## config.mk

```make
export PLATFORM = sky130hd
export DESIGN_NAME = pdmp_pack
export DESIGN_NICKNAME = d
export VERILOG_FILES = /design/src/rtl/core/pdmp_pkg.sv /design/src/rtl/core/pdmp_pack.sv
export SDC_FILE = /design/constraint.sdc
export NUM_CORES = 1
export LEC_CHECK = 0
export BUFFER_PORTS_ARGS = -buffer_cell sky130_fd_sc_hd__buf_2
export CORE_ASPECT_RATIO = 1.25
export CORE_MARGIN = 2
export CORE_UTILIZATION = 50
export CTS_CLUSTER_DIAMETER = 80
export DETAILED_ROUTE_END_ITERATION = 6
export GPL_TIMING_DRIVEN = 0
export HOLD_SLACK_MARGIN = 0.06
export PLACE_DENSITY = 0.76
export SLEW_MARGIN = 20
export SYNTH_ARGS = -nofsm -noshare
export SYNTH_HDL_FRONTEND = slang
export SYNTH_SLANG_ARGS = --single-unit
```

## constraint.sdc

```tcl
create_clock -name clk_i -period 1.63 [get_ports clk_i]
set_input_delay 0.326 -clock clk_i [delete_from_list [all_inputs] [get_ports clk_i]]
set_output_delay 0.326 -clock clk_i [all_outputs]
set_load 0.03 [all_outputs]
```

## src/rtl/core/pdmp_pkg.sv

```systemverilog
// ----------------------------------------------------------------------------
// pdmp_pkg: shared definitions for the palette to mono dither packer
// Widths, palette geometry, luminance weights and the structs that pass
// between the palette stage and the packing stage.
// ----------------------------------------------------------------------------
package pdmp_pkg;

  // Payload widths of the input and result items.
  localparam int unsigned INDEX_W = 8;
  localparam int unsigned COMP_W  = 6;
  localparam int unsigned BYTE_W  = 8;
  localparam int unsigned CODE_W  = 2;

  // Palette geometry.
  localparam int unsigned PAL_ENTRIES = 256;
  localparam int unsigned PAL_AW      = (PAL_ENTRIES > 1) ? $clog2(PAL_ENTRIES) : 1;
  localparam int unsigned PAL_W       = 3 * COMP_W;

  // Division by 100 is done as a multiply by ceil(2^19/100) and a shift.
  // The error stays below one part in a thousand for products up to 63*59,
  // so each truncated term comes out exact. The weight is folded in.
  localparam int unsigned DIV_SHIFT   = 19;
  localparam int unsigned DIV_RECIP   = ((1 << DIV_SHIFT) + 99) / 100;
  localparam int unsigned RED_MUL     = 30 * DIV_RECIP;
  localparam int unsigned GREEN_MUL   = 59 * DIV_RECIP;
  localparam int unsigned BLUE_MUL    = 11 * DIV_RECIP;
  localparam int unsigned PROD_W      = 26;
  localparam int unsigned LUMA_W      = 7;

  // Luminance offset and dither thresholds.
  localparam int unsigned BLACK_LIFT  = 12;
  localparam int unsigned THR_DARK    = 12;
  localparam int unsigned THR_LOW     = 25;
  localparam int unsigned THR_MID     = 36;
  localparam int unsigned THR_HIGH    = 49;

  // Item kinds.
  typedef enum logic {
    ACT_PIXEL  = 1'b0,
    ACT_PAL_WR = 1'b1
  } action_e;

  // One accepted input item, as seen by the palette stage.
  typedef struct packed {
    logic                accept;
    action_e             action;
    logic [INDEX_W-1:0]  index;
    logic [COMP_W-1:0]   red;
    logic [COMP_W-1:0]   green;
    logic [COMP_W-1:0]   blue;
    logic                line_odd;
    logic                row_end;
  } req_t;

  // A pixel after its palette lookup.
  typedef struct packed {
    logic                valid;
    logic                nonzero;
    logic                line_odd;
    logic                row_end;
    logic [COMP_W-1:0]   red;
    logic [COMP_W-1:0]   green;
    logic [COMP_W-1:0]   blue;
  } pix_t;

endpackage

```

## src/rtl/core/pdmp_pack.sv

```systemverilog
// ----------------------------------------------------------------------------
// pdmp_pack: luminance, dither and byte packing stage
// Turns a looked-up pixel into a 2-bit code, packs up to four codes per byte and
// holds the finished byte in the output register.
// ----------------------------------------------------------------------------
module pdmp_pack (
  input  logic                          clk_i,
  input  logic                          rst_ni,
  input  pdmp_pkg::pix_t                pix_i,
  input  logic                          lift_i,
  input  logic                          out_ready_i,
  output logic                          out_valid_o,
  output logic [pdmp_pkg::BYTE_W-1:0]   packed_byte_o,
  output logic                          hold_o
);

  localparam logic [pdmp_pkg::CODE_W-1:0] CODE_BLACK = 2'd0;
  localparam logic [pdmp_pkg::CODE_W-1:0] CODE_DARK  = 2'd1;
  localparam logic [pdmp_pkg::CODE_W-1:0] CODE_LIGHT = 2'd2;
  localparam logic [pdmp_pkg::CODE_W-1:0] CODE_WHITE = 2'd3;
  localparam logic [1:0]                  LAST_SLOT  = 2'd3;

  logic [pdmp_pkg::PROD_W-1:0]  r_prod;
  logic [pdmp_pkg::PROD_W-1:0]  g_prod;
  logic [pdmp_pkg::PROD_W-1:0]  b_prod;
  logic [pdmp_pkg::LUMA_W-1:0]  luma;
  logic [pdmp_pkg::LUMA_W-1:0]  luma_adj;
  logic [pdmp_pkg::CODE_W-1:0]  code;
  logic [pdmp_pkg::BYTE_W-1:0]  acc_q, acc_d;
  logic [pdmp_pkg::BYTE_W-1:0]  merged;
  logic [1:0]                   slot_q, slot_d;
  logic                         emit;
  logic                         fire;
  logic                         out_valid_q, out_valid_d;
  logic [pdmp_pkg::BYTE_W-1:0]  byte_q, byte_d;

  // Weighted terms, each divided by 100 through the reciprocal.
  assign r_prod = pdmp_pkg::PROD_W'(pix_i.red)   * pdmp_pkg::PROD_W'(pdmp_pkg::RED_MUL);
  assign g_prod = pdmp_pkg::PROD_W'(pix_i.green) * pdmp_pkg::PROD_W'(pdmp_pkg::GREEN_MUL);
  assign b_prod = pdmp_pkg::PROD_W'(pix_i.blue)  * pdmp_pkg::PROD_W'(pdmp_pkg::BLUE_MUL);

  assign luma = pdmp_pkg::LUMA_W'(r_prod >> pdmp_pkg::DIV_SHIFT)
              + pdmp_pkg::LUMA_W'(g_prod >> pdmp_pkg::DIV_SHIFT)
              + pdmp_pkg::LUMA_W'(b_prod >> pdmp_pkg::DIV_SHIFT);

  assign luma_adj = (lift_i && pix_i.nonzero)
                  ? luma + pdmp_pkg::LUMA_W'(pdmp_pkg::BLACK_LIFT) : luma;

  // Thresholds with the two-row ordered dither.
  always_comb begin
    priority if (luma_adj < pdmp_pkg::LUMA_W'(pdmp_pkg::THR_DARK)) begin
      code = CODE_BLACK;
    end else if (luma_adj < pdmp_pkg::LUMA_W'(pdmp_pkg::THR_LOW)) begin
      code = pix_i.line_odd ? CODE_BLACK : CODE_DARK;
    end else if (luma_adj < pdmp_pkg::LUMA_W'(pdmp_pkg::THR_MID)) begin
      code = CODE_LIGHT;
    end else if (luma_adj < pdmp_pkg::LUMA_W'(pdmp_pkg::THR_HIGH)) begin
      code = pix_i.line_odd ? CODE_LIGHT : CODE_WHITE;
    end else begin
      code = CODE_WHITE;
    end
  end

  // The stage stalls only when it must emit and the output is still full.
  assign emit   = (slot_q == LAST_SLOT) || pix_i.row_end;
  assign hold_o = pix_i.valid && emit && out_valid_q && !out_ready_i;
  assign fire   = pix_i.valid && !hold_o;

  // Slot 0 lands in bits 7:6, so the shift is twice the inverted slot.
  assign merged = acc_q | (pdmp_pkg::BYTE_W'(code) << {~slot_q, 1'b0});

  always_comb begin
    acc_d       = acc_q;
    slot_d      = slot_q;
    byte_d      = byte_q;
    out_valid_d = out_valid_q && !out_ready_i;
    if (fire) begin
      if (emit) begin
        acc_d       = '0;
        slot_d      = '0;
        byte_d      = merged;
        out_valid_d = 1'b1;
      end else begin
        acc_d  = merged;
        slot_d = slot_q + 2'd1;
      end
    end
  end

  always_ff @(posedge clk_i or negedge rst_ni) begin
    if (!rst_ni) begin
      acc_q       <= '0;
      slot_q      <= '0;
      out_valid_q <= 1'b0;
    end else begin
      acc_q       <= acc_d;
      slot_q      <= slot_d;
      out_valid_q <= out_valid_d;
    end
  end

  always_ff @(posedge clk_i) begin
    byte_q <= byte_d;
  end

  assign out_valid_o   = out_valid_q;
  assign packed_byte_o = byte_q;

endmodule

```

Yosys cells after proc, flatten, opt, wreduce, memory -nomap -nowiden
Cells that the tools add are included.

Bits in registers: 19. Latch bits: 0. RAM bits: 0. Memory bits (read-only): 0. Input port bits: 26. Memories kept: 0.

$add $sub $neg: 4. Multiply operators: 3. Div/mod/pow operators: 0. Order comparisons: 4. Equality and inequality tests: 1. Shift-type cells: 1. Muxes and demuxes: 11. Bitwise gates (word level): 2. Reduce and logical (&&, ||, !) cells: 10.

Operator list (number): $mul A6 B19 Y25 const B (1); $mul A6 B17 Y23 const B (1); $mul A6 B16 Y22 const B (1); $lt A7 B6 Y1 const B (2); $mux W8 (1); $or A8 B8 Y8 (1); $shl A2 B3 Y8 (1); $add A5 B6 Y7 (1); $add A7 B3 Y7 (1); $add A7 B4 Y7 const B (1); $lt A7 B4 Y1 const B (1); $lt A7 B5 Y1 const B (1); $mux W7 (1); $logic_and A1 B1 Y1 (6); $mux W1 (6); $mux W2 (3); $add A2 B1 Y2 const B (1); $eq A2 B2 Y1 const B (1); $logic_not A1 Y1 (2); $not A2 Y2 (1); $reduce_and A2 Y1 (1); $logic_or A1 B1 Y1 (1).

Longest topological paths before layout
Gate-level depths: netlist of the first run.

Word-level depth: 13. Depth in mapped cells: 27. Mapped depth without buffers: 27.

Worst setup path after synthesis of the first run
No wires, ideal clock.

Path kind: in2reg. Start: input port pix_i[16] (netlist bit). End: register byte_q (netlist bit packed_byte_o[2]) (data pin). Data arrival time: 6.199 ns. Setup slack: -4.831 ns. Stages: 25. Buffers on the path: 0. Cells stage by stage: inv_1 -> ha_1 -> fa_1 -> inv_1 -> fa_1 -> ha_1 -> or4_4 -> a221oi_2 -> o21ai_1 -> a221o_1 -> and2_4 -> nor2_1 -> xor2_1 -> fa_1 -> inv_1 -> ha_1 -> fa_1 -> xnor2_1 -> ha_1 -> nor2_1 -> xor3_1 -> mux2_2 -> o22ai_2 -> a21oi_1 -> or2_2.

Cells in the longest elaborated chain, start to end: 12. Elaborated cells between the ends (all ways): 15. Those cells by class: 3 x add/sub; 1 x mul; 4 x order compare; 1 x shift; 5 x mux; 1 x bitwise.

RTL lines: from (decl) (RTL line pdmp_pack.sv:9) `input pdmp_pkg::pix_t pix_i,`; $mul A6 B17 Y23 * (RTL line pdmp_pack.sv:38) `assign r_prod = pdmp_pkg::PROD_W'(pix_i.red) * pdmp_pkg::PROD_W'(pdmp_pkg::RED_MUL);`; $add A5 B6 Y7 * (RTL line pdmp_pack.sv:43) `+ pdmp_pkg::LUMA_W'(g_prod >> pdmp_pkg::DIV_SHIFT)`; $add A7 B3 Y7 * (RTL line pdmp_pack.sv:44) `+ pdmp_pkg::LUMA_W'(b_prod >> pdmp_pkg::DIV_SHIFT);`; $add A7 B4 Y7 (RTL line pdmp_pack.sv:47) `? luma + pdmp_pkg::LUMA_W'(pdmp_pkg::BLACK_LIFT) : luma;`; $mux W7 * (RTL line pdmp_pack.sv:47); $lt A7 B6 Y1 (RTL line pdmp_pack.sv:57) `end else if (luma_adj < pdmp_pkg::LUMA_W'(pdmp_pkg::THR_HIGH)) begin`; $mux W1 (RTL line pdmp_pack.sv:57); $mux W1 (RTL line pdmp_pack.sv:55) `end else if (luma_adj < pdmp_pkg::LUMA_W'(pdmp_pkg::THR_MID)) begin`; $mux W2 (RTL line pdmp_pack.sv:53) `end else if (luma_adj < pdmp_pkg::LUMA_W'(pdmp_pkg::THR_LOW)) begin`; $mux W2 * (RTL line pdmp_pack.sv:51) `priority if (luma_adj < pdmp_pkg::LUMA_W'(pdmp_pkg::THR_DARK)) begin`; $shl A2 B3 Y8 * (RTL line pdmp_pack.sv:70) `assign merged = acc_q | (pdmp_pkg::BYTE_W'(code) << {~slot_q, 1'b0});`; $or A8 B8 Y8 * (RTL line pdmp_pack.sv:70); named net merged (one bit) (RTL line pdmp_pack.sv:30) `logic [pdmp_pkg::BYTE_W-1:0] merged;`; to (signal assigned) (RTL line pdmp_pack.sv:103) `byte_q <= byte_d;`; to (decl) (RTL line pdmp_pack.sv:35) `logic [pdmp_pkg::BYTE_W-1:0] byte_q, byte_d;`.

Mark *: on every way through the listed nets, which the timed path passes. The rest lies on a longest branch. A chain may end at the register's enable or synchronous reset.

Worst setup path after layout of the first run
Start: input port pix_i[9] (netlist bit). End: register byte_q (netlist bit packed_byte_o[0]) (data pin).

Cells in the longest elaborated chain, start to end: 12. Elaborated cells between the ends (all ways): 15. Those cells by class: 3 x add/sub; 1 x mul; 4 x order compare; 1 x shift; 5 x mux; 1 x bitwise.

RTL lines: $mul A6 B19 Y25 * (RTL line pdmp_pack.sv:39) `assign g_prod = pdmp_pkg::PROD_W'(pix_i.green) * pdmp_pkg::PROD_W'(pdmp_pkg::GREEN_MUL);`; $add A5 B6 Y7 * (RTL line pdmp_pack.sv:43); $add A7 B3 Y7 * (RTL line pdmp_pack.sv:44); $add A7 B4 Y7 (RTL line pdmp_pack.sv:47); $mux W7 * (RTL line pdmp_pack.sv:47); $lt A7 B6 Y1 (RTL line pdmp_pack.sv:57); $mux W1 (RTL line pdmp_pack.sv:57); $mux W1 (RTL line pdmp_pack.sv:55); $mux W2 (RTL line pdmp_pack.sv:53); $mux W2 * (RTL line pdmp_pack.sv:51); $shl A2 B3 Y8 * (RTL line pdmp_pack.sv:70); $or A8 B8 Y8 * (RTL line pdmp_pack.sv:70); named net merged (one bit) (RTL line pdmp_pack.sv:30).

Marked as above.

==> results.txt, run 1 <==
----------------------------------------------------
[Routing]
  WL per Instance ... 14.0 um
  Via Count ... 3578
  Total Wirelength ... 8940 um
  # DRC ... 0
  Via-to-Cell Ratio ... 5.61
  Detailed router's first-iteration violation count ... 100
  Detailed-routing iteration count for the pre-antenna-repair pass ... 6
  Antenna-violating nets left ... 0

[Critical path]
  Startpoint of the worst-slack reg-to-reg timing path ... slot_q[1]$_DFFE_PN0P_
  Critical setup path kind ... in -> reg
  Arrival time at the worst endpoint ... 6.12 ns
  R2R depth ... 5
  Req. time, crit path ... 1.64 ns
  Slack of the worst reg-to-reg path ... 0.05 ns
  Endpoint of the lowest-slack register-to-register path ... acc_q[4]$_DFFE_PN0P_
  Critical Path Start Type ... input port
  Critical path fanouts, max ... 7
  Critical Path End Type ... register

[Synthesis]
  Sequential-to-total area share from yosys stat ... 11.7%
  Average cell area after synthesis ... 9.65 sq um
  Fraction of registers with async set/reset ... 57.9%
  Area fraction in compound gates after synthesis ... 16.9%
  Fraction of synthesized cell area taken by the top area cell type ... 39.4%
  Synthesized instance count ... 458
  Number of distinct standard cells referenced by the synthesized netlist ... 56
  Count of flip-flops with a built-in enable after synthesis ... 8
  Combinational family with the most area after synthesis ... adder cells
  Net count of the mapped netlist ... 651
  Synth Flop Type ... dfrtp_1
  Fraction of synthesized area in multiplexers ... 0.481%
  Share of the synthesized netlist area taken by xor and xnor gates ... 3.71%
  #FFs+latches synth ... 19
  Area leader, netlist ... ha_1
  Largest cells by area after synthesis ... ha_1 39%, fa_1 13%, dfrtp_1 6.2%
  Simple-gate portion of the synthesized area ... 9.35%
  Synthesis warning total ... 0
  Post-Synth Adder-Cell Area ... 52.1%
  Synth Cell Area ... 4420 sq um

[GRT]
  Vias in the first global route ... 3680
  Wire length of the first global-routing pass ... 15400 um
  Pin count of the biggest net entering global routing ... 12
  Tot GR Track Use ... 19.2%
  Antenna violations before repair ... 0
  Remaining global-route overflow ... 0

[Floorplan]
  Effective utilization at floorplan ... 51.1%
  Floorplan Core Area ... 8650 sq um
  Total number of placement rows ... 38
  Boundary Pins ... 36
  Width of the die ... 88.1 um
  Die area ... 9610 sq um
  Die Ht ... 109 um

[Power and ir drop]
  Power per unit of standard cell area ... 1530 nW/um^2
  Peak ir drop on the vdd network ... 1.16 mV
  Total chip power ... 0.00828 W
  Static leakage ... 2.79 nW

[STA]
  Final hold violation count ... 0
  Final Skew ... 0.00112 ns
  Final setup violating endpoints ... 16
  Final worst path period share ... 375%
  Worst slew margin relative to its limit ... 59.3%
  Highest Clock Rate ... 164 MHz
  Final worst slack ... -4.49 ns
  Transition time at the pin with the least slew margin ... 0.610 ns
  Final hold slack ... 0.320 ns
  Max-slew violations ... 0
  RSZ-0062 raised after global routing ... yes
  Final worst path period need ... 6.12 ns

[Final layout]
  Ant. Diodes ... 0
  Layout cell share with drive strength beyond 1 ... 24.9%
  Number of nets in the layout ... 712
  Post-synthesis to final-layout area growth ... 22.2%
  Share of the core filled with cells in the final layout ... 62.4%
  Final Instance Area ... 5400 sq um

[Placement]
  Setup slack after placement ... -5.12 ns
  Post-DP Area ... 4840 sq um
  Half-perimeter wire length after placement ... 7410 um
  Routability congestion estimate ... 0.836
  Port-buffer cells ... 35

[Min path]
  Path class of the lowest-slack min-delay path ... in -> reg
  Hold path startpoint ... pix_i[18]
  Min-Delay Endpoint ... out_valid_o$_DFF_PN0_
  Min-Delay Path Depth ... 3

[CTS]
  Number of H-tree branching levels ... 1
  Number of buffers created by CTS ... 3
  Clock transition at the register clock pins on the worst setup and hold paths after CTS ... 0.07 ns
  Maximum clock path buffer count ... 2
  CTS tree ... done
  Clock Latency Late Sink ... 0.25 ns
  CTS sink cnt ... 19
  Root buffer selected by CTS ... clkbuf_8

[Run status]
  Failing checks ... setup timing
  Status ... complete, but fails checks

[Run]
  Maximum Capacitance Violations ... 0

----------------------------------------------------
final cells by class:
class	instances	area [sq um]
buffer	1	11.3
clock buffer	4	45.0
fill	732	3260
inverter	67	260
multi-input combinational	370	3970
sequential	19	517
tap	120	150
timing repair buffer	57	445
metal layers:
layer | vias to the layer above | GRT usage (%) | routed length (um)
met3 | 12 | 0.757 | 142
met4 | 0 | 3.14 | 90
met5 | - | 0 | 0
li1 | 1768 | - | -
met2 | 51 | 39.4 | 5090
met1 | 1747 | 21.7 | 3610
metrics by stage:
step                      cells  TNS, ns
after floorplan             458   -67.95
after global placement      613   -78.10
after detailed placement    613   -79.94
after CTS                   637   -69.57
after global routing        638   -73.83
final                       638   -69.44
cell usage after synthesis, types with 2 or more instances:
cell type and count:
a211oi_1 5, a21o_1 16, a21oi_1 27, a31oi_1 4, and2_1 2, and3_1 3
clkbuf_1 2, dfrtp_1 11, edfxtp_1 8, fa_1 28, ha_1 139, inv_1 67
nand2_1 12, nand2b_1 4, nand3_1 8, nand3b_1 2, nand4_1 6, nor2_1 19
nor3_1 9, o211ai_1 4, o21a_1 14, o21ai_0 9, o21ai_1 2, o21bai_1 6
or2_2 6, xnor2_1 8, xor2_1 8
critical path, stage by stage:
cell,delay [ns]
buf_12,0.10
fa_1,0.52
inv_1,0.05
fa_1,0.48
fa_1,0.54
inv_2,0.06
ha_4,0.24
a21o_1,0.17
a21oi_2,0.14
o211ai_1,0.14
a31oi_1,0.22
o21ai_2,0.11
xnor2_1,0.17
fa_1,0.53
inv_2,0.04
ha_4,0.15
fa_2,0.44
xnor2_4,0.23
ha_4,0.24
mux2i_2,0.20
nand2_1,0.12
mux2_4,0.30
o22ai_4,0.27
a21oi_1,0.11
or2_1,0.23
timing repair:
item / in CTS / in global routing
gates resized for setup: 54 / 27
pin swaps: 15 / 15
hold buffers: 1 / 0
endpoints found under the setup margin: 25 / 25
endpoints found under the hold margin: 11 / 0
setup buffers: 19 / 3
cell families after synthesis:
group	Yosys count
adders and majority gates	167
AOI/OAI and AO/OA	105
and+or+nand+nor	79
buffers and inverters	69
DFF	19
xor gates and xnor gates	17
muxes	2
registers in the layout (all words and copies together), names as in the netlist:
signal	flops
packed_byte_o	8
out_valid_o	1
acc_q	8
slot_q	2
power breakdown:
part / total (W) / leakage [nW] / switching (W) / internal [W]
Combinational: 0.00720 / 2.55 / 0.00368 / 0.00352
Sequential: 0.000760 / 0.219 / 0.0000592 / 0.000701
Clock: 0.000316 / 0.0228 / 0.000143 / 0.000173
how the worst max path moves through the flow:
stage	start	end	slack, ns	cells past startpoint
6_report	pix_i[9]	packed_byte_o[0]$_DFFE_PP_	-4.49	25
4_1_cts	pix_i[16]	packed_byte_o[0]$_DFFE_PP_	-4.51	26
3_3_place_gp	pix_i[16]	packed_byte_o[6]$_DFFE_PP_	-5.03	26
5_1_grt	pix_i[9]	packed_byte_o[0]$_DFFE_PP_	-4.76	25
3_5_place_dp	pix_i[16]	packed_byte_o[6]$_DFFE_PP_	-5.12	26
2_1_floorplan	pix_i[9]	packed_byte_o[2]$_DFFE_PP_	-4.47	24
cell usage in the layout, fill, tap and decap left out, types with 7 or more instances in the layout:
cell type and count:
nand2_1 12, nor2_1 15, nand3_1 8, dfrtp_1 10, ha_4 8, a21oi_1 23
inv_1 58, buf_2 26, buf_4 17, edfxtp_1 8, ha_1 127, fa_1 26
buf_6 9, xnor2_1 7, a21o_1 16, o21a_1 14, inv_2 7
Note: power is estimated with default switching activity, not from simulation.
==> run 2: changes to the inputs <==
GPL_TIMING_DRIVEN = not set   (was 0)
==> results.txt, run 2 (synthesis results as in run 1) <==
----------------------------------------------------
[Final layout]
  Layout cell share with drive strength beyond 1 ... 36.7% (was 24.9%)
  Commonest non-fill, non-tap cell in the layout ... ha_1 (unchanged)
  Fill cell total of the finished layout ... 646 (was 732)
  Commonest cells after routing, fill and taps aside ... 127 x ha_1, 114 x buf_4, 59 x inv_1, 28 x buf_2, 26 x fa_1 (was 127 x ha_1, 58 x inv_1, 26 x fa_1, 26 x buf_2, 23 x a21oi_1)
  Share of the core filled with cells in the final layout ... 70.0% (was 62.4%)
  Post-synthesis to final-layout area growth ... 37.0% (was 22.2%)
  Ant. Diodes ... 0 (unchanged)
  Number of nets in the layout ... 805 (was 712)

[STA]
  Final hold violation count ... 0 (unchanged)
  Final worst slack ... -4.55 ns (was -4.49 ns)
  RSZ-0062 raised after global routing ... yes (unchanged)
  Final Skew ... 0.00338 ns (was 0.00112 ns)
  Highest Clock Rate ... 162 MHz (was 164 MHz)
  Final worst path period need ... 6.18 ns (was 6.12 ns)
  Worst slew margin relative to its limit ... 66.2% (was 59.3%)
  Max-slew violations ... 0 (unchanged)
  Final setup violating endpoints ... 16 (unchanged)
  Transition time at the pin with the least slew margin ... 0.507 ns (was 0.610 ns)
  Final worst path period share ... 379% (was 375%)

[Routing]
  Detailed-routing iteration count for the pre-antenna-repair pass ... 4 (was 6)
  Detailed router's first-iteration violation count ... 123 (was 100)
  Via-to-Cell Ratio ... 5.38 (was 5.61)
  # DRC ... 0 (unchanged)
  WL per Instance ... 14.2 um (was 14.0 um)
  Antenna-violating nets left ... 0 (unchanged)
  Via Count ... 3932 (was 3578)
  Total Wirelength ... 10400 um (was 8940 um)

[Critical path]
  Req. time, crit path ... 1.64 ns (about the same)
  First element of the critical path ... pix_i[9] (unchanged)
  Critical Path End Type ... register (unchanged)
  Critical Path Start Type ... input port (unchanged)
  Arrival time at the worst endpoint ... 6.19 ns (was 6.12 ns)
  Startpoint of the worst-slack reg-to-reg timing path ... slot_q[1]$_DFFE_PN0P_ (unchanged)
  Critical setup path kind ... in -> reg (unchanged)
  Critical path fanouts, max ... 8 (was 7)

[Placement]
  Half-perimeter wire length after placement ... 8550 um (was 7410 um)
  Routability congestion estimate ... 0.871 (was 0.836)
  Port-buffer cells ... 35 (unchanged)
  Setup slack after placement ... -4.90 ns (was -5.12 ns)

[Power and ir drop]
  Static leakage ... 3.24 nW (was 2.79 nW)
  Power per unit of standard cell area ... 1650 nW/um^2 (was 1530 nW/um^2)
  Peak ir drop on the vdd network ... 1.31 mV (was 1.16 mV)

[CTS]
  CTS tree ... done (unchanged)
  Maximum clock path buffer count ... 2 (unchanged)
  Clock transition at the register clock pins on the worst setup and hold paths after CTS ... 0.07 ns (about the same)
  Number of H-tree branching levels ... 1 (unchanged)
  Number of buffers created by CTS ... 3 (unchanged)
  Root buffer selected by CTS ... clkbuf_8 (unchanged)
  Clock Latency Late Sink ... 0.25 ns (about the same)
  CTS sink cnt ... 19 (unchanged)

[GRT]
  Wire length of the first global-routing pass ... 17100 um (was 15400 um)
  Vias in the first global route ... 4113 (was 3680)
  Pin count of the biggest net entering global routing ... 12 (unchanged)
  Antenna violations before repair ... 0 (unchanged)
  Tot GR Track Use ... 21.8% (was 19.2%)
  Remaining global-route overflow ... 0 (unchanged)

[Floorplan]
  Floorplan Core Area ... 8650 sq um (unchanged)
  Die Ht ... 109 um (unchanged)
  Width of the die ... 88.1 um (unchanged)
  Total number of placement rows ... 38 (unchanged)
  Die area ... 9610 sq um (unchanged)
  Effective utilization at floorplan ... 51.1% (unchanged)
  Boundary Pins ... 36 (unchanged)

[Min path]
  Hold path startpoint ... pix_i[18] (unchanged)
  Path class of the lowest-slack min-delay path ... in -> reg (unchanged)

[Run]
  Maximum Capacitance Violations ... 0 (unchanged)

[Run status]
  Status ... complete, but fails checks (unchanged)
  Failing checks ... setup timing (unchanged)

----------------------------------------------------
run 2: report_power, final:
| part | internal, W | leakage, nW | switching (W) |
|---|---|---|---|
| clock network | 0.000170 | 0.0255 | 0.000154 |
| registers | 0.000699 | 0.221 | 0.0000576 |
| logic | 0.00476 | 3.00 | 0.00412 |
| total | 0.00563 | 3.24 | 0.00433 |
run 2: metal layers:
layer  wire length, um  track usage (%)
met3               193             1.21
met5                 0                0
met1              3910             23.4
met2              5990             44.3
met4               281             6.82
run 2: area by class of cell:
cell class	instances	area, sq um	area share, %
repair buffers	151	1100	18.2
clock inverters	1	5.00	0.0827
multi-input cells	370	3980	65.8
clock buffers	3	41.3	0.682
inverters	67	254	4.20
flip-flops and latches	19	515	8.52
well taps	120	150	2.48
run 2: worst max-delay path, cell delays in order:
cell and delay, ns:
buf_6 0.10, fa_1 0.54, inv_1 0.05, fa_1 0.44, fa_1 0.51, inv_2 0.05
ha_4 0.21, a21o_1 0.19, a21oi_2 0.14, o211ai_1 0.13, a31oi_1 0.23, o21ai_2 0.13
a21oi_2 0.20, xor2_2 0.10, fa_1 0.54, inv_2 0.06, fa_2 0.41, xnor2_2 0.16
buf_4 0.15, ha_4 0.16, nor2_4 0.12, xor3_1 0.27, mux2_4 0.33, o22ai_4 0.31
a21oi_2 0.10, or2_4 0.24
run 2: worst paths after layout:
kind | end | slack (ns) | cells after the start
worst min-delay path | out_valid_o$_DFF_PN0_ | 0.31 | 3
worst max register to register | acc_q[1]$_DFFE_PN0P_ | 0.16 | 5
min in group asynchronous | slot_q[0]$_DFFE_PN0P_ | 0.47 | 2
worst max-delay path | packed_byte_o[2]$_DFFE_PP_ | -4.55 | 26
worst min register to register | acc_q[5]$_DFFE_PN0P_ | 0.49 | 1
max in group asynchronous | acc_q[6]$_DFFE_PN0P_ | 0.94 | 2
run 2: repair_timing:
| action | in CTS | in global routing |
|---|---|---|
| setup buffers | 6 | 9 |
| endpoints found under the setup margin | 17 | 19 |
| hold buffers | 1 | 0 |
| pin swaps | 32 | 26 |
| gates resized for setup | 49 | 18 |
| hold endpoints to repair | 11 | 0 |
run 2: through the flow:
step,setup TNS (ns),instances,area (sq um),power [W],hold slack (ns)
2_1_floorplan,-67.95,458,4510,0.00505,0.0304
3_3_place_gp,-73.36,712,5590,0.00709,0.205
3_5_place_dp,-75.49,712,5590,0.00741,0.214
4_1_cts,-68.73,723,5900,0.00919,0.343
5_1_grt,-73.67,731,6050,0.0108,0.344
6_report,-70.31,731,6050,0.00996,0.309
==> run 3: changes to the inputs <==
--- a/config.mk
+++ b/config.mk
@@ -7,4 +7,5 @@
 export LEC_CHECK = 0
 export BUFFER_PORTS_ARGS = -buffer_cell sky130_fd_sc_hd__buf_2
+export CAP_MARGIN = 20
 export CORE_ASPECT_RATIO = 1.25
 export CORE_MARGIN = 2
==> constraint.sdc (replaced) <==
create_clock -name clk_i -period 1.63 [get_ports clk_i]
set_input_delay 0.2445 -clock clk_i [delete_from_list [all_inputs] [get_ports clk_i]]
set_output_delay 0.2445 -clock clk_i [all_outputs]
set_load 0.03 [all_outputs]
==> results.txt, run 3 (synthesis results as in run 1) <==
----------------------------------------------------
[Routing]
  # DRC ... 0 (unchanged)
  Via Count ... 3927 (was 3932)
  WL per Instance ... 14.8 um (was 14.2 um)
  Detailed-routing iteration count for the pre-antenna-repair pass ... 4 (unchanged)
  Total Wirelength ... 10800 um (was 10400 um)
  Antenna-violating nets left ... 0 (unchanged)
  Via-to-Cell Ratio ... 5.42 (was 5.38)
  Detailed router's first-iteration violation count ... 96 (was 123)

[Run status]
  Status ... complete, but fails checks (unchanged)
  Failing checks ... setup timing (unchanged)

[Critical path]
  Startpoint of the worst-slack reg-to-reg timing path ... slot_q[1]$_DFFE_PN0P_ (unchanged)
  First element of the critical path ... pix_i[9] (unchanged)
  Slack of the worst reg-to-reg path ... 0.10 ns (was 0.16 ns)
  Crit path capture ... packed_byte_o[4]$_DFFE_PP_ (was packed_byte_o[2]$_DFFE_PP_)
  Endpoint of the lowest-slack register-to-register path ... acc_q[1]$_DFFE_PN0P_ (unchanged)
  Req. time, crit path ... 1.64 ns (about the same)
  Critical setup path kind ... in -> reg (unchanged)
  R2R depth ... 5 (unchanged)
  Critical Path Start Type ... input port (unchanged)
  Critical Path End Type ... register (unchanged)
  Critical path fanouts, max ... 6 (was 8)
  Arrival time at the worst endpoint ... 6.12 ns (was 6.19 ns)

[GRT]
  Most crowded layer after global routing ... met2 (unchanged)
  GR Layer Usage met1 ... 23.4% (about the same)
  Met3 usage ... 1.36% (was 1.21%)
  Vias in the first global route ... 4241 (was 4113)
  Antenna violations before repair ... 0 (unchanged)
  Global routing met2 resource utilization ... 45.9% (was 44.3%)
  Pin count of the biggest net entering global routing ... 12 (unchanged)
  Tot GR Track Use ... 22.3% (was 21.8%)
  Remaining global-route overflow ... 0 (unchanged)
  Wire length of the first global-routing pass ... 17500 um (was 17100 um)

[STA]
  Final hold violation count ... 0 (unchanged)
  Final worst path period share ... 375% (was 379%)
  Highest Clock Rate ... 164 MHz (was 162 MHz)
  Worst slew margin relative to its limit ... 64.5% (was 66.2%)
  Final setup violating endpoints ... 16 (unchanged)
  Final Skew ... 0.000877 ns (was 0.00338 ns)
  Max-slew violations ... 0 (unchanged)
  RSZ-0062 raised after global routing ... yes (unchanged)
  Final worst path period need ... 6.11 ns (was 6.18 ns)
  Final worst slack ... -4.48 ns (was -4.55 ns)
  Transition time at the pin with the least slew margin ... 0.533 ns (was 0.507 ns)

[Final layout]
  Fill cell total of the finished layout ... 647 (was 646)
  Commonest non-fill, non-tap cell in the layout ... ha_1 (unchanged)
  Layout cell share with drive strength beyond 1 ... 37.0% (was 36.7%)
  Commonest cells after routing, fill and taps aside ... 125 x ha_1, 106 x buf_4, 58 x inv_1, 30 x buf_2, 26 x fa_1 (was 127 x ha_1, 114 x buf_4, 59 x inv_1, 28 x buf_2, 26 x fa_1)
  Final standard cell count with taps included and fillers excluded ... 725 (was 731)
  Number of nets in the layout ... 799 (was 805)
  Share of the core filled with cells in the final layout ... 69.6% (was 70.0%)
  Post-synthesis to final-layout area growth ... 36.3% (was 37.0%)
  Ant. Diodes ... 0 (unchanged)

[Floorplan]
  Width of the die ... 88.1 um (unchanged)
  Die area ... 9610 sq um (unchanged)
  Effective utilization at floorplan ... 51.1% (unchanged)
  Total number of placement rows ... 38 (unchanged)
  Boundary Pins ... 36 (unchanged)
  Die Ht ... 109 um (unchanged)
  Floorplan Core Area ... 8650 sq um (unchanged)

[CTS]
  CTS tree ... done (unchanged)
  CTS sink cnt ... 19 (unchanged)
  Maximum clock path buffer count ... 2 (unchanged)
  Number of buffers created by CTS ... 3 (unchanged)
  Root buffer selected by CTS ... clkbuf_8 (unchanged)
  Clock Latency Late Sink ... 0.26 ns (was 0.25 ns)
  Number of H-tree branching levels ... 1 (unchanged)
  Clock transition at the register clock pins on the worst setup and hold paths after CTS ... 0.07 ns (about the same)

[Run]
  Maximum Capacitance Violations ... 0 (unchanged)

[Min path]
  Path class of the lowest-slack min-delay path ... in -> reg (unchanged)

[Power and ir drop]
  Peak ir drop on the vdd network ... 1.55 mV (was 1.31 mV)
  Power per unit of standard cell area ... 1580 nW/um^2 (was 1650 nW/um^2)
  Static leakage ... 3.21 nW (was 3.24 nW)

[Placement]
  Routability congestion estimate ... 0.870 (was 0.871)
  Placed cells ... 710 (was 712)
  Half-perimeter wire length after placement ... 8750 um (was 8550 um)
  Port-buffer cells ... 35 (unchanged)

----------------------------------------------------
[run 3: cell types whose count changed in the layout (fill, tap and decap cells not counted), sizes merged]
cell | before | now
buf | 150 | 144
[run 3: area by class of cell]
cell class | instances | area [sq um] | area share [%]
Clock buffer | 3 | 41.3 | 0.686
Tap cell | 120 | 150 | 2.49
Timing Repair Buffer | 145 | 1050 | 17.5
Inverter | 67 | 254 | 4.22
Multi-Input combinational cell | 370 | 4000 | 66.5
Sequential cell | 19 | 515 | 8.56
Clock inverter | 1 | 5.00 | 0.0831
[run 3: through the flow]
step	worst slack (ns)	power [W]	cell area, sq um	hold WS [ns]	TNS, ns
after floorplan	-4.39	0.00505	4510	-0.0511	-66.65
after global placement	-4.64	0.00709	5570	0.124	-72.09
after detailed placement	-4.82	0.00738	5570	0.126	-74.73
after CTS	-4.40	0.00894	5870	0.255	-68.55
after global routing	-4.68	0.0103	6020	0.280	-72.20
final	-4.48	0.00951	6020	0.268	-68.79
[run 3: layer usage]
layer	wire, um	vias to the layer above
met3	187	30
li1	-	1943
met1	4040	1884
met5	0	-
met2	6290	70
met4	254	0
[run 3: timing repair]
item,in CTS,in global routing
setup buffers,5,6
pin swaps,28,29
hold buffers,1,0
endpoints found under the setup margin,17,19
endpoints found under the hold margin,11,0
gates resized for setup,42,26
[run 3: how the worst min path moves through the flow]
stage | from | to | slack [ns] | cells past startpoint
6_report | pix_i[21] | slot_q[0]$_DFFE_PN0P_ | 0.27 | 3
3_5_place_dp | rst_ni | acc_q[3]$_DFFE_PN0P_ | 0.13 | 1
4_1_cts | pix_i[21] | slot_q[0]$_DFFE_PN0P_ | 0.26 | 3
2_1_floorplan | rst_ni | acc_q[0]$_DFFE_PN0P_ | -0.05 | 0
5_1_grt | pix_i[21] | slot_q[0]$_DFFE_PN0P_ | 0.28 | 3
3_3_place_gp | rst_ni | acc_q[3]$_DFFE_PN0P_ | 0.12 | 1
[run 3: report_power, final]
group | total (W) | internal (W) | switching [W]
logic | 0.00843 | 0.00442 | 0.00401
registers | 0.000760 | 0.000700 | 0.0000602
clock network | 0.000324 | 0.000170 | 0.000154
[run 3: critical path, stage by stage]
cell and delay, ns:
buf_2 0.12, fa_1 0.54, inv_1 0.05, fa_1 0.45, fa_1 0.52, inv_2 0.06
ha_4 0.24, a21o_1 0.17, a21oi_2 0.14, o211ai_1 0.13, a31oi_1 0.25, o21ai_2 0.13
a21oi_2 0.15, xor2_1 0.10, fa_1 0.55, inv_2 0.06, fa_2 0.58, inv_2 0.05
ha_4 0.16, nor2_4 0.12, xor3_1 0.36, mux2_4 0.33, o22ai_4 0.27, a21oi_2 0.10
or2_4 0.24
